**src/rtl/core/fhm_pkg.sv**
```systemverilog
package fhm_pkg;

    // sizing of the waiter queue and thread ids
    localparam int WAIT_DEPTH = 16;
    localparam int ID_BITS    = 8;
    localparam int SLOT_W     = (WAIT_DEPTH > 1) ? $clog2(WAIT_DEPTH) : 1;
    localparam int CNT_W      = $clog2(WAIT_DEPTH + 1);

    // request kinds
    localparam logic [1:0] KIND_LOCK   = 2'd0;
    localparam logic [1:0] KIND_TRY    = 2'd1;
    localparam logic [1:0] KIND_UNLOCK = 2'd2;

    // result status codes
    localparam logic [2:0] STAT_GRANTED = 3'd0;
    localparam logic [2:0] STAT_QUEUED  = 3'd1;
    localparam logic [2:0] STAT_REFUSED = 3'd2;
    localparam logic [2:0] STAT_FULL    = 3'd3;
    localparam logic [2:0] STAT_HANDOFF = 3'd4;
    localparam logic [2:0] STAT_FREED   = 3'd5;
    localparam logic [2:0] STAT_IGNORED = 3'd6;

    typedef enum logic [1:0] {
        FSM_IDLE,
        FSM_EXEC,
        FSM_OUT
    } fsm_state_t;

    // commands from controller to datapath
    typedef struct packed {
        logic load;
        logic exec;
    } fhm_cmd_t;

endpackage

```
**src/rtl/core/fhm_ctrl.sv**
```systemverilog
module fhm_ctrl (
    input  logic             aclk,
    input  logic             aresetn,
    input  logic             s_valid,
    output logic             s_ready,
    output logic             m_valid,
    input  logic             m_ready,
    output fhm_pkg::fhm_cmd_t cmd
);

    fhm_pkg::fsm_state_t state_reg;
    fhm_pkg::fsm_state_t state_next;

    // state register
    always_ff @(posedge aclk) begin
        if (!aresetn) begin
            state_reg <= fhm_pkg::FSM_IDLE;
        end else begin
            state_reg <= state_next;
        end
    end

    // next state and handshake outputs
    always_comb begin
        state_next = state_reg;
        s_ready    = 1'b0;
        m_valid    = 1'b0;
        cmd.load   = 1'b0;
        cmd.exec   = 1'b0;
        unique case (state_reg)
            fhm_pkg::FSM_IDLE: begin
                s_ready  = 1'b1;
                cmd.load = s_valid;
                if (s_valid) begin
                    state_next = fhm_pkg::FSM_EXEC;
                end
            end
            fhm_pkg::FSM_EXEC: begin
                cmd.exec   = 1'b1;
                state_next = fhm_pkg::FSM_OUT;
            end
            fhm_pkg::FSM_OUT: begin
                m_valid = 1'b1;
                s_ready = m_ready;
                if (m_ready) begin
                    cmd.load   = s_valid;
                    state_next = s_valid ? fhm_pkg::FSM_EXEC : fhm_pkg::FSM_IDLE;
                end
            end
            default: begin
                state_next = fhm_pkg::FSM_IDLE;
            end
        endcase
    end

endmodule

```
**src/rtl/core/fhm_datapath.sv**
```systemverilog
module fhm_datapath (
    input  logic              aclk,
    input  logic              aresetn,
    input  fhm_pkg::fhm_cmd_t cmd,
    input  logic [1:0]        s_kind,
    input  logic [7:0]        s_thread_id,
    output logic [2:0]        m_status,
    output logic              m_woken_valid,
    output logic [7:0]        m_woken_thread,
    output logic              m_owner_valid,
    output logic [7:0]        m_owner_thread
);

    localparam int IW = fhm_pkg::ID_BITS;
    localparam int SW = fhm_pkg::SLOT_W;
    localparam int CW = fhm_pkg::CNT_W;

    // captured request
    logic [1:0]    kind_reg;
    logic [IW-1:0] tid_reg;

    // lock state
    logic          held_reg, held_next;
    logic [IW-1:0] holder_reg, holder_next;
    logic [SW-1:0] rd_slot_reg, rd_slot_next;
    logic [SW-1:0] wr_slot_reg, wr_slot_next;
    logic [CW-1:0] count_reg, count_next;

    // waiter queue storage
    logic [IW-1:0] wait_mem [fhm_pkg::WAIT_DEPTH];
    logic [IW-1:0] rd_data_reg;
    logic          push;

    // result register
    logic [2:0]    status_reg, status_next;
    logic          woken_valid_reg, woken_valid_next;
    logic [IW-1:0] woken_reg, woken_next;

    function automatic logic [SW-1:0] slot_inc(input logic [SW-1:0] s);
        return (s == SW'(fhm_pkg::WAIT_DEPTH - 1)) ? '0 : s + 1'b1;
    endfunction

    // request capture
    always_ff @(posedge aclk) begin
        if (cmd.load) begin
            kind_reg <= s_kind;
            tid_reg  <= IW'(s_thread_id);
        end
    end

    // queue memory, registered read at the head slot
    always_ff @(posedge aclk) begin
        if (push) begin
            wait_mem[wr_slot_reg] <= tid_reg;
        end
        rd_data_reg <= wait_mem[rd_slot_reg];
    end

    // request decode
    always_comb begin
        held_next        = held_reg;
        holder_next      = holder_reg;
        rd_slot_next     = rd_slot_reg;
        wr_slot_next     = wr_slot_reg;
        count_next       = count_reg;
        push             = 1'b0;
        status_next      = fhm_pkg::STAT_IGNORED;
        woken_valid_next = 1'b0;
        woken_next       = '0;
        if (cmd.exec) begin
            unique case (kind_reg)
                fhm_pkg::KIND_LOCK: begin
                    if (!held_reg) begin
                        held_next   = 1'b1;
                        holder_next = tid_reg;
                        status_next = fhm_pkg::STAT_GRANTED;
                    end else if (count_reg == CW'(fhm_pkg::WAIT_DEPTH)) begin
                        status_next = fhm_pkg::STAT_FULL;
                    end else begin
                        push         = 1'b1;
                        wr_slot_next = slot_inc(wr_slot_reg);
                        count_next   = count_reg + 1'b1;
                        status_next  = fhm_pkg::STAT_QUEUED;
                    end
                end
                fhm_pkg::KIND_TRY: begin
                    if (!held_reg) begin
                        held_next   = 1'b1;
                        holder_next = tid_reg;
                        status_next = fhm_pkg::STAT_GRANTED;
                    end else begin
                        status_next = fhm_pkg::STAT_REFUSED;
                    end
                end
                fhm_pkg::KIND_UNLOCK: begin
                    if (!held_reg) begin
                        status_next = fhm_pkg::STAT_IGNORED;
                    end else if (count_reg != '0) begin
                        rd_slot_next     = slot_inc(rd_slot_reg);
                        count_next       = count_reg - 1'b1;
                        holder_next      = rd_data_reg;
                        woken_valid_next = 1'b1;
                        woken_next       = rd_data_reg;
                        status_next      = fhm_pkg::STAT_HANDOFF;
                    end else begin
                        held_next   = 1'b0;
                        holder_next = '0;
                        status_next = fhm_pkg::STAT_FREED;
                    end
                end
                default: begin
                    status_next = fhm_pkg::STAT_IGNORED;
                end
            endcase
        end
    end

    // lock state registers
    always_ff @(posedge aclk) begin
        if (!aresetn) begin
            held_reg    <= 1'b0;
            holder_reg  <= '0;
            rd_slot_reg <= '0;
            wr_slot_reg <= '0;
            count_reg   <= '0;
        end else begin
            held_reg    <= held_next;
            holder_reg  <= holder_next;
            rd_slot_reg <= rd_slot_next;
            wr_slot_reg <= wr_slot_next;
            count_reg   <= count_next;
        end
    end

    // result registers, loaded when the item executes
    always_ff @(posedge aclk) begin
        if (cmd.exec) begin
            status_reg      <= status_next;
            woken_valid_reg <= woken_valid_next;
            woken_reg       <= woken_next;
        end
    end

    assign m_status       = status_reg;
    assign m_woken_valid  = woken_valid_reg;
    assign m_woken_thread = 8'(woken_reg);
    assign m_owner_valid  = held_reg;
    assign m_owner_thread = 8'(holder_reg);

endmodule

```
**src/rtl/core/fifo_handoff_mutex.sv**
```systemverilog
// a result item is offered in the OUT state once its request has been
// captured and then executed in the EXEC state
// a new request is taken only while idle or as the pending result is
// taken; each is captured, then executed against the registered queue head
// reset: synchronous active-low aresetn frees the lock and empties the queue;
// queue entries are not cleared, and no clearing pass is needed
module fifo_handoff_mutex (
    input  logic       aclk,
    input  logic       aresetn,
    input  logic       s_valid,
    output logic       s_ready,
    input  logic [1:0] s_kind,
    input  logic [7:0] s_thread_id,
    output logic       m_valid,
    input  logic       m_ready,
    output logic [2:0] m_status,
    output logic       m_woken_valid,
    output logic [7:0] m_woken_thread,
    output logic       m_owner_valid,
    output logic [7:0] m_owner_thread
);

    fhm_pkg::fhm_cmd_t cmd;

    // sequencing
    fhm_ctrl u_ctrl (
        .aclk    (aclk),
        .aresetn (aresetn),
        .s_valid (s_valid),
        .s_ready (s_ready),
        .m_valid (m_valid),
        .m_ready (m_ready),
        .cmd     (cmd)
    );

    // lock state and waiter queue
    fhm_datapath u_dp (
        .aclk           (aclk),
        .aresetn        (aresetn),
        .cmd            (cmd),
        .s_kind         (s_kind),
        .s_thread_id    (s_thread_id),
        .m_status       (m_status),
        .m_woken_valid  (m_woken_valid),
        .m_woken_thread (m_woken_thread),
        .m_owner_valid  (m_owner_valid),
        .m_owner_thread (m_owner_thread)
    );

endmodule

```
**config.mk**
```make
export PLATFORM = sky130hd
export DESIGN_NAME = fifo_handoff_mutex
export DESIGN_NICKNAME = d
export VERILOG_FILES = /design/src/rtl/core/fhm_pkg.sv /design/src/rtl/core/fhm_ctrl.sv /design/src/rtl/core/fhm_datapath.sv /design/src/rtl/core/fifo_handoff_mutex.sv
export SDC_FILE = /design/constraint.sdc
export NUM_CORES = 1
export LEC_CHECK = 0
export BUFFER_PORTS_ARGS = -buffer_cell sky130_fd_sc_hd__buf_2
export CORE_AREA = 2 2 97 146
export CTS_BUF_LIST = sky130_fd_sc_hd__clkbuf_16
export DETAILED_ROUTE_END_ITERATION = 7
export DIE_AREA = 0 0 99 148
export PLACE_DENSITY = 0.83
export SYNTH_ARGS = -nofsm -noshare
export SYNTH_HDL_FRONTEND = slang
export SYNTH_SLANG_ARGS = --single-unit
```
**constraint.sdc**
```tcl
create_clock -name aclk -period 2.4 [get_ports aclk]
set_input_delay 0.36 -clock aclk [delete_from_list [all_inputs] [get_ports aclk]]
set_output_delay 0.36 -clock aclk [all_outputs]
set_load 0.03 [all_outputs]
```
== Word-level counts from Yosys, hierarchy flattened ==
Memories as Yosys holds them, arrays and structs flattened. A register that Yosys moved wholly into a read port is not among the register bits.
Cells that the tools add are included.
W data, S select, Z words.

* Register bits after elaboration: 46
* RAM bits: 128
* Input port bits: 14
* Output and inout port bits: 23
* Logic and storage cells: 79
* Memories kept: 1

{| class="wikitable"
|+ Memory list
! name !! words !! width !! rd ports !! clocked after Yosys merged registers in !! write ports !! RTL line !! RTL
|-
| u_dp.wait_mem || 16 || 8 || 1 || 1 || 1 || fhm_datapath.sv:30 || <nowiki>logic [IW-1:0] wait_mem [fhm_pkg::WAIT_DEPTH];</nowiki>
|}

* Add/sub/neg operators: 4
* Equality and inequality tests: 14
* Mux-type cells: 35
* Bitwise gates (word level): 1
* Reduce and logical (&&, ||, !) cells: 13

{| class="wikitable"
|+ Operator list
! operator !! count
|-
| $mux W8 || 3
|-
| $mux W5 || 4
|-
| $pmux W8 S2 || 1
|-
| $mux W1 || 13
|-
| $reduce_and A4 Y1 || 3
|-
| $pmux W5 S2 || 1
|-
| $pmux W3 S3 || 1
|-
| $add A4 B1 Y4 const B || 2
|-
| $eq A4 B4 Y1 const B || 2
|-
| $mux W2 || 4
|-
| $mux W4 || 2
|-
| $ne A2 B2 Y1 const B || 4
|-
| $mux W3 || 2
|-
| $ne A2 B1 Y1 const B || 3
|-
| $pmux W1 S2 || 3
|-
| $pmux W2 S3 || 1
|-
| $reduce_and A2 Y1 || 3
|-
| $reduce_and A6 Y1 || 1
|-
| $add A5 B1 Y5 const B || 1
|-
| $eq A5 B5 Y1 const B || 1
|-
| $reduce_bool A5 Y1 || 1
|-
| $sub A5 B1 Y5 const B || 1
|-
| $eq A2 B1 Y1 const B || 2
|-
| $eq A2 B2 Y1 const B || 2
|-
| 4 further kinds || 6
|}

== Depth between registers and ports, before layout ==
Gate-level depths: netlist (run 1).

* Depth after elaboration: 7
* Gate-level depth with buffers: 9
* Mapped depth without buffers: 7

== Modules after synthesis ==
From an unflattened synthesis (run 1), not the netlist that was laid out.

* Cells, all modules: 420
* Area, all modules: 7194.4 um2

{| class="wikitable"
|+ By module, submodules not included
! module !! instances !! cells each !! area each (um2) !! sequential area each (um2)
|-
| fhm_datapath || 1 || 409 || 7076.8 || 5104.9
|-
| fhm_ctrl || 1 || 11 || 117.6 || 40.0
|}

== Worst setup path after synthesis (run 1) ==
No wires, ideal clock.

* Path type: reg2reg
* Start point: register u_dp.held_reg, in the netlist u_dp.m_owner_valid
* End point: memory u_dp.wait_mem[3][0] (netlist bit) (enable)
* Library setup time: 383 ps
* Data arrival time: 2107 ps
* Required time: 2017 ps
* Slack: -90 ps
* Stages on the path, launching flop included: 5
* Buffers on the path: 0
* Period minus slack after synthesis: 2490 ps
* Cells stage by stage: dfxtp_1 > nand2b_1 > a2111oi_4 > nand2_1 > nor3_1

* Cells in the longest elaborated chain, start to end: 5

{| class="wikitable"
|+ RTL lines
! item !! RTL line !! RTL
|-
| start, declared || fhm_datapath.sv:23 || <nowiki>logic held_reg, held_next;</nowiki>
|-
| start signal, assigned || fhm_datapath.sv:127 || <nowiki>held_reg <= held_next;</nowiki>
|-
| $mux W1 || fhm_datapath.sv:73 || <nowiki>if (!held_reg) begin</nowiki>
|-
| $mux W1 || fhm_datapath.sv:71 || <nowiki>unique case (kind_reg)</nowiki>
|-
| $mux W1 || fhm_datapath.sv:70 || <nowiki>if (cmd.exec) begin</nowiki>
|-
| $mux W1 || fhm_datapath.sv:53 || <nowiki>if (push) begin</nowiki>
|-
| $mux W1 (implied by the code) || fhm_datapath.sv:54 || <nowiki>wait_mem[wr_slot_reg] <= tid_reg;</nowiki>
|-
| end, declared || fhm_datapath.sv:30 ||
|}

No other way between the ends.

== Worst setup path after layout (run 1) ==
* Start point: register u_dp.kind_reg[0]
* End point: memory u_dp.wait_mem[1][0] (netlist bit) (enable)

* Cells in the longest elaborated chain, start to end: 5

{| class="wikitable"
|+ RTL lines
! item !! RTL line !! RTL
|-
| start, declared || fhm_datapath.sv:19 || <nowiki>logic [1:0] kind_reg;</nowiki>
|-
| start signal, assigned || fhm_datapath.sv:46 || <nowiki>kind_reg <= s_kind;</nowiki>
|-
| $logic_not A2 Y1 || fhm_datapath.sv:71 ||
|-
| $mux W1 || fhm_datapath.sv:71 ||
|-
| $mux W1 || fhm_datapath.sv:70 ||
|-
| $mux W1 || fhm_datapath.sv:53 ||
|-
| $mux W1 (implied by the code) || fhm_datapath.sv:54 ||
|}

No other way between the ends.

==> results of run 1 <==
## critical path, delay by kind of cell, from the launching register on
| kind | cells | cell delay (ns) |
|---|---|---|
| buf+inv | 1 | 0.23 |
| flops | 1 | 0.46 |
| simple gates | 3 | 0.73 |
| compound gates | 1 | 0.54 |
## cell usage after synthesis, types with 3 or more instances
library cell	n
inv_1	5
o21ai_0	9
nor3_1	5
a211oi_1	8
and2_1	11
a21oi_1	23
nor2b_1	12
nand2_1	16
a22oi_1	7
buf_1	3
xnor2_1	3
nand2b_1	8
a21boi_0	3
mux4_2	32
nor2_1	14
and3_1	3
or3_1	3
ha_1	6
edfxtp_1	150
mux2i_1	14
clkbuf_1	11
buf_4	3
buf_2	6
dfxtp_1	32
## stage by stage
stage / setup TNS, ns / util / power [W] / instance area (sq um) / worst slack, ns
after CTS: 0 / 0.617 / 0.00637 / 8220 / 0.160
after floorplan: -0.722 / - / 0.00364 / 7160 / -0.0451
final: 0 / 0.617 / 0.00634 / 8220 / 0.144
after global placement: 0 / 0.573 / 0.00371 / 7650 / 0.337
after global routing: 0 / 0.617 / 0.00652 / 8220 / 0.0248
after detailed placement: 0 / 0.573 / 0.00372 / 7650 / 0.211
## report_power, final
group / internal [W] / switching (W) / total [W] / leakage, nW
sequential: 0.00345 / 0.0000626 / 0.00351 / 1.62
clock: 0.00153 / 0.00115 / 0.00269 / 0.271
combinational: 0.0000466 / 0.0000892 / 0.000136 / 0.865
total: 0.00503 / 0.00130 / 0.00634 / 2.76
## logic make-up (layout without fill, tap and decap cells)
family / Yosys count / in the layout / share of synthesized area
XOR/XNOR: 4 / 4 / 0.00490
AND/OR/NAND/NOR: 84 / 84 / 0.0660
flip-flops: 182 / 182 / 0.720
multiplexers: 46 / 46 / 0.120
AO/OA/AOI/OAI: 64 / 64 / 0.0608
adder cells (fa/ha/maj): 6 / 6 / 0.0105
buffers and inverters: 28 / 98 / 0.0173
## how the worst max path moves through the flow
stage	cells past startpoint	to	slack, ns	startpoint
3_5_place_dp	5	u_dp.wait_mem[15][5]$_DFFE_PP_	0.21	u_dp.kind_reg[0]$_DFFE_PP_
5_1_grt	5	u_dp.wait_mem[1][0]$_DFFE_PP_	0.02	u_dp.kind_reg[0]$_DFFE_PP_
2_1_floorplan	4	u_dp.wait_mem[0][0]$_DFFE_PP_	-0.05	u_dp.m_owner_valid$_SDFFE_PN0P_
3_3_place_gp	5	u_dp.wait_mem[15][0]$_DFFE_PP_	0.34	u_dp.kind_reg[0]$_DFFE_PP_
6_report	5	u_dp.wait_mem[1][0]$_DFFE_PP_	0.14	u_dp.kind_reg[0]$_DFFE_PP_
4_1_cts	5	u_dp.wait_mem[1][6]$_DFFE_PP_	0.16	u_dp.kind_reg[0]$_DFFE_PP_
## area by class of cell
cell class | instances | area share
Clock inverter | 15 | 0.0183
Sequential cell | 182 | 0.626
Tap cell | 162 | 0.0246
Clock buffer | 17 | 0.0517
Timing Repair Buffer | 61 | 0.0478
Multi-Input combinational cell | 204 | 0.229
Inverter | 5 | 0.00228
## per-layer routing
metal  vias up  track usage
met4         0       0.0801
met2       146        0.336
li1       1743            -
met5         -            0
met3        29       0.0459
met1      1868        0.235
==> metrics, run 1 <==
status=complete, no violations; worst r2r src=u_dp.kind_reg[0]$_DFFE_PP_; Worst setup SP type=flip-flop; number of buffers created by CTS=17; final setup skew=approximately 0.012 ns; Root Buffer=clkbuf_16; Post-synth EDFFs=150; worst-case clock buffer depth=2; Die X-Extent=99 microns; worst hold path type=input port to flip-flop; period utilization=0.940; final wirelength=roughly 14000 microns; Crit path arrival time=2.39 ns; I/O Buffers=36; Top FF cell, synth=edfxtp_1; Hold WS=slightly above 0.1 ns; DR iter-0 viols=roughly 460; post-synth top area share=0.630; Yosys warning total=0; Filler cells=a little under 900; reg-to-reg slack, setup=roughly 0.14 ns; count of final setup violators=0; Net Count, Synth=~430; antenna violations before repair=0; # Max-Cap Violations=0; core area=between 10000 and 15000 sq um; first-pass detailed-route iteration total=5; synth-to-layout area growth=15.1%; M1 wire length=roughly 5300 microns; GP Congestion=0.899; Final Hold Vio Count=0; io pins=37; CP peak stage delay=about 0.54 ns; Worst-Margin Slew=~0.80 ns; Avg WL per Cell=between 20 and 25 microns; fmax=approximately 440 MHz; post_cts resized=0; Pleak=about 2.8 nW; syn_area_per_cell=approximately 17 sq um; hold path start=s_kind[1]; leading area contributor after synthesis=edfxtp_1; postcts setup bufs=0; first-pass GRT wire length=around 21000 microns; Sink Count=between 150 and 200; RSZ-0062 raised after global routing=no; endpoint class of the critical path=flip-flop; FF+latch area=between 5000 and 6000 sq um; Worst Path Class, Setup=flip-flop to flip-flop; CP max-delay cell=a2111oi_4; die height=around 150 microns; top cells by area, synth=edfxtp_1 (63%), mux4_2 (10%), dfxtp_1 (9.0%), mux2i_1 (2.0%), a21oi_1 (1.6%); effective utilization at floorplan=0.536; max reg flops=128; Slew Viols, Final=0; Yosys reg bits=about 180; Mapped Cells=414; number of global-route vias before repair=3859; layout cells sized above 1=0.271; placed cells=between 600 and 700; Synth Cell Area=slightly above 7000 sq um; Clk Latency, worst-skew pair=between 0.4 and 0.5 ns; vias=3786; multi-input logic area=1890 sq um; Synth async-reset ratio=0; Worst VDD drop=~0.42 mV; Die Footprint=14700 sq um; hold-fix buffers at CTS=0; cells on worst reg2reg path=5; Pwr Density=roughly 770 nW/um^2; Critical Path Fanout Max=8; Seq/Total Area, Yosys=0.720; Net count, final=about 500; commonest non-fill, non-tap cells in the layout=edfxtp_1 (150), buf_2 (36), mux4_2 (32); DP HPWL=between 8000 and 9000 microns; Distinct cells, synth=46; Clk pin slew, worst setup/hold paths=0.07 ns; crit-path cells=nand2b_1 -> a2111oi_4 -> nand2_1 -> nor3_1 -> buf_4; max layer used=met4; Post-Layout Cell Count=between 600 and 700; Slew headroom=0.467; total grt overflow=0; Min Clock Period, post-route=approximately 2.3 ns; Critical Path RT=~2.5 ns; Diodes inserted=0; WHS Endpoint=u_dp.kind_reg[1]$_DFFE_PP_; Biggest register=u_dp.wait_mem; row cnt=52; reg2reg end=u_dp.wait_mem[1][0]$_DFFE_PP_; metal3 WL=681 microns; H-tree levels=4; commonest non-fill, non-tap cell in the layout=edfxtp_1; remaining antenna violation count=0; # DRC=0; worst hold path stage count=1; vias per std cell=approximately 5.9; largest net degree at the start of global routing=36; GRT Total Usage=0.195; routed length on met2=around 7100 microns; CTS tree=yes
(Power assumes the default switching activity.)
==> run 2, diff against run 1 <==
--- a/config.mk
+++ b/config.mk
@@ -11,6 +11,8 @@
 export DETAILED_ROUTE_END_ITERATION = 7
 export DIE_AREA = 0 0 99 148
 export PLACE_DENSITY = 0.83
+export SLEW_MARGIN = 30
 export SYNTH_ARGS = -nofsm -noshare
 export SYNTH_HDL_FRONTEND = slang
+export SYNTH_HIERARCHICAL = 1
 export SYNTH_SLANG_ARGS = --single-unit
==> run 2 against run 1 <==
First-iteration DRC count fell by 29%. Worst setup slack got worse by 0.074 ns. Sequential cell count did not move. Cell area fell by 0.37%. Synthesized cell count rose by 1.4%. Register-to-register slack got worse by 0.07 ns. Clock skew rose by 0.0031 ns. Clock-buffer cell count rose by 1. Fmax fell by 3.2%. Final cell count fell by 0.46%. Highest routed layer unchanged.
==> metrics, run 2 <==
status=complete, no violations; Crit path arrival time=~2.4 ns; Yosys reg bits=roughly 180; # DRC=0; first-pass detailed-route iteration total=5; Worst setup SP type=flip-flop; first-pass GRT wire length=between 20000 and 25000 microns; die height=148 microns; number of buffers created by CTS=17; Final Cell Area=a little over 8000 sq um; compound-cell area share of the yosys netlist=0.0652; period utilization=0.971; leading area contributor after synthesis=edfxtp_1; Post-DP Area=between 7000 and 8000 sq um; Seq/Total Area, Yosys=0.715; row cnt=52; worst-case clock buffer depth=2; vias=a little under 4000; Slew Viols, Final=0; Worst-Margin Slew=just over 0.8 ns; Top FF cell, synth=edfxtp_1; commonest non-fill, non-tap cells in the layout=edfxtp_1 (150), buf_2 (36), mux4_2 (32); number of global-route vias before repair=about 4000; final setup skew=approximately 0.015 ns; Final Hold Vio Count=0; vias per std cell=approximately 6.1; fmax=429 MHz; endpoint class of the critical path=flip-flop; I/O Buffers=36; CTS tree=yes; largest family of logic cells by synthesized area=multiplexers; Yosys warning total=6; core area=~13000 sq um; setup TNS=0 ns; Post-Synth Simple-Gate Area=0.0623; Worst Path Class, Setup=flip-flop to flip-flop; largest net degree at the start of global routing=36; Root Buffer=clkbuf_16; Critical Path Fanout Max=8; syn_area_per_cell=17.1 sq um; count of final setup violators=0; # Max-Cap Violations=0; final wirelength=roughly 14000 microns; H-tree levels=4; Net Count, Synth=441; Slew headroom=0.449; Die Footprint=between 10000 and 15000 sq um; layout cells sized above 1=0.260; DR iter-0 viols=~320; placed cells=between 600 and 700; Biggest register=u_dp/wait_mem; Clk pin slew, worst setup/hold paths=about 0.07 ns; Post-Synth XOR/XNOR Area=0.00609; Post-synth EDFFs=150; GRT Total Usage=0.208; io pins=37; Worst VDD drop=around 0.48 mV; worst hold path type=input port to flip-flop; Filler cells=900; Diodes inserted=0; max reg flops=128; hold-fix buffers at CTS=0; synth cell count leaders=edfxtp_1 (150), dfxtp_1 (32), mux4_2 (32); Pwr Density=between 700 and 800 nW/um^2; Post-Layout Cell Count=roughly 640; commonest non-fill, non-tap cell in the layout=edfxtp_1; synth-to-layout area growth=13.9%; Net count, final=489; Mapped Cells=420; antenna violations before repair=0; total grt overflow=0; GP Congestion=approximately 0.86; Distinct cells, synth=46; remaining antenna violation count=0; adder and majority cell fraction of the synthesized area=0.0122; post-synth top area share=0.626; Pleak=between 2 and 3 nW; Tot Pwr=about 0.0063 W; top cells by area, synth=edfxtp_1 (63%), mux4_2 (10%), dfxtp_1 (8.9%), mux2i_1 (1.8%), a21oi_1 (1.5%); Sink Count=about 180; Avg WL per Cell=22.5 microns; most frequent cell after synthesis=edfxtp_1; Synth async-reset ratio=0; RSZ-0062 raised after global routing=yes; Synth Cell Area=7190 sq um; effective utilization at floorplan=0.539; post-synthesis mux area share=0.118; postcts setup bufs=0; Die X-Extent=99 microns; DP HPWL=around 9400 microns; Critical Path RT=around 2.5 ns; Clk Latency, worst-skew pair=0.42 ns; Min Clock Period, post-route=2.33 ns; Hold WS=roughly 0.12 ns
-- run 2: cell count changes in the layout (fill, tap and decap cells not counted), moves of 3 or more --
cell        change
nand2_1         -4
inv_6           -4
o21ai_0         +3
nor3_1          -3
buf_4           -5
clkinv_1        -3
nor3b_1         +3
inv_1           +6
inv_4           +3
clkinvlp_4      -3
-- run 2: stage by stage --
| step | util | setup slack (ns) |
|---|---|---|
| detailed placement | 0.571 | -0.0129 |
| global placement | 0.570 | 0.193 |
| CTS | 0.614 | 0.0895 |
| finish | 0.614 | 0.0704 |
| global route | 0.614 | -0.0129 |
| floorplan | - | -0.0846 |
-- run 2: what timing repair did --
action                     CTS  global route
setup endpoints to repair    8             8
resized for setup            1             1
pin swaps                    0             0
gates cloned                 0             0
-- run 2: report_power, final --
| part | switching [W] | internal, W |
|---|---|---|
| combinational | 0.000100 | 0.0000543 |
| sequential | 0.0000581 | 0.00345 |
| clock | 0.00107 | 0.00157 |
-- run 2: worst paths after layout --
kind                                                  startpoint                                   end  slack [ns]  cells past startpoint
worst min-delay path                              s_thread_id[1]             u_dp/tid_reg[1]$_DFFE_PP_        0.12                      1
worst max register to register  u_ctrl/state_reg[1]$_SDFFE_PN0P_        u_dp/wait_mem[10][3]$_DFFE_PP_        0.07                      6
worst min register to register       u_dp/rd_data_reg[7]$_DFF_P_  u_dp/m_woken_thread[7]$_SDFFCE_PN0P_        0.54                      1
worst max-delay path            u_ctrl/state_reg[1]$_SDFFE_PN0P_        u_dp/wait_mem[10][3]$_DFFE_PP_        0.07                      6
-- run 2: cells by family after synthesis --
family | Yosys count
AO/OA/AOI/OAI | 71
XOR/XNOR | 5
adder cells (fa/ha/maj) | 7
buffers and inverters | 31
flip-flops | 182
multiplexers | 45
AND/OR/NAND/NOR | 79
-- run 2: routing by layer --
metal	GRT usage	vias to the layer above	routed length, microns
met5	0	-	0
met1	0.246	1974	5490
li1	-	1742	-
met2	0.361	156	7780
met4	0.105	0	580
met3	0.0369	36	606
-- run 2: final cells by class --
type                            instances  area [sq um]  share of cell area
Sequential cell                       182          5150               0.628
Tap cell                              162           203              0.0247
Clock inverter                         14           118              0.0144
Timing Repair Buffer                   55           335              0.0409
Multi-Input combinational cell        207          1920               0.235
Clock buffer                           18           450              0.0550
Inverter                                5          18.8             0.00229
-- run 2: critical path, stage by stage, from the launching register on --
cell and delay [ns]:
dfxtp_1 0.33, and2b_1 0.21, and3b_1 0.20, o211a_1 0.25, buf_4 0.17, nand2_1 0.19
nor2_1 0.60
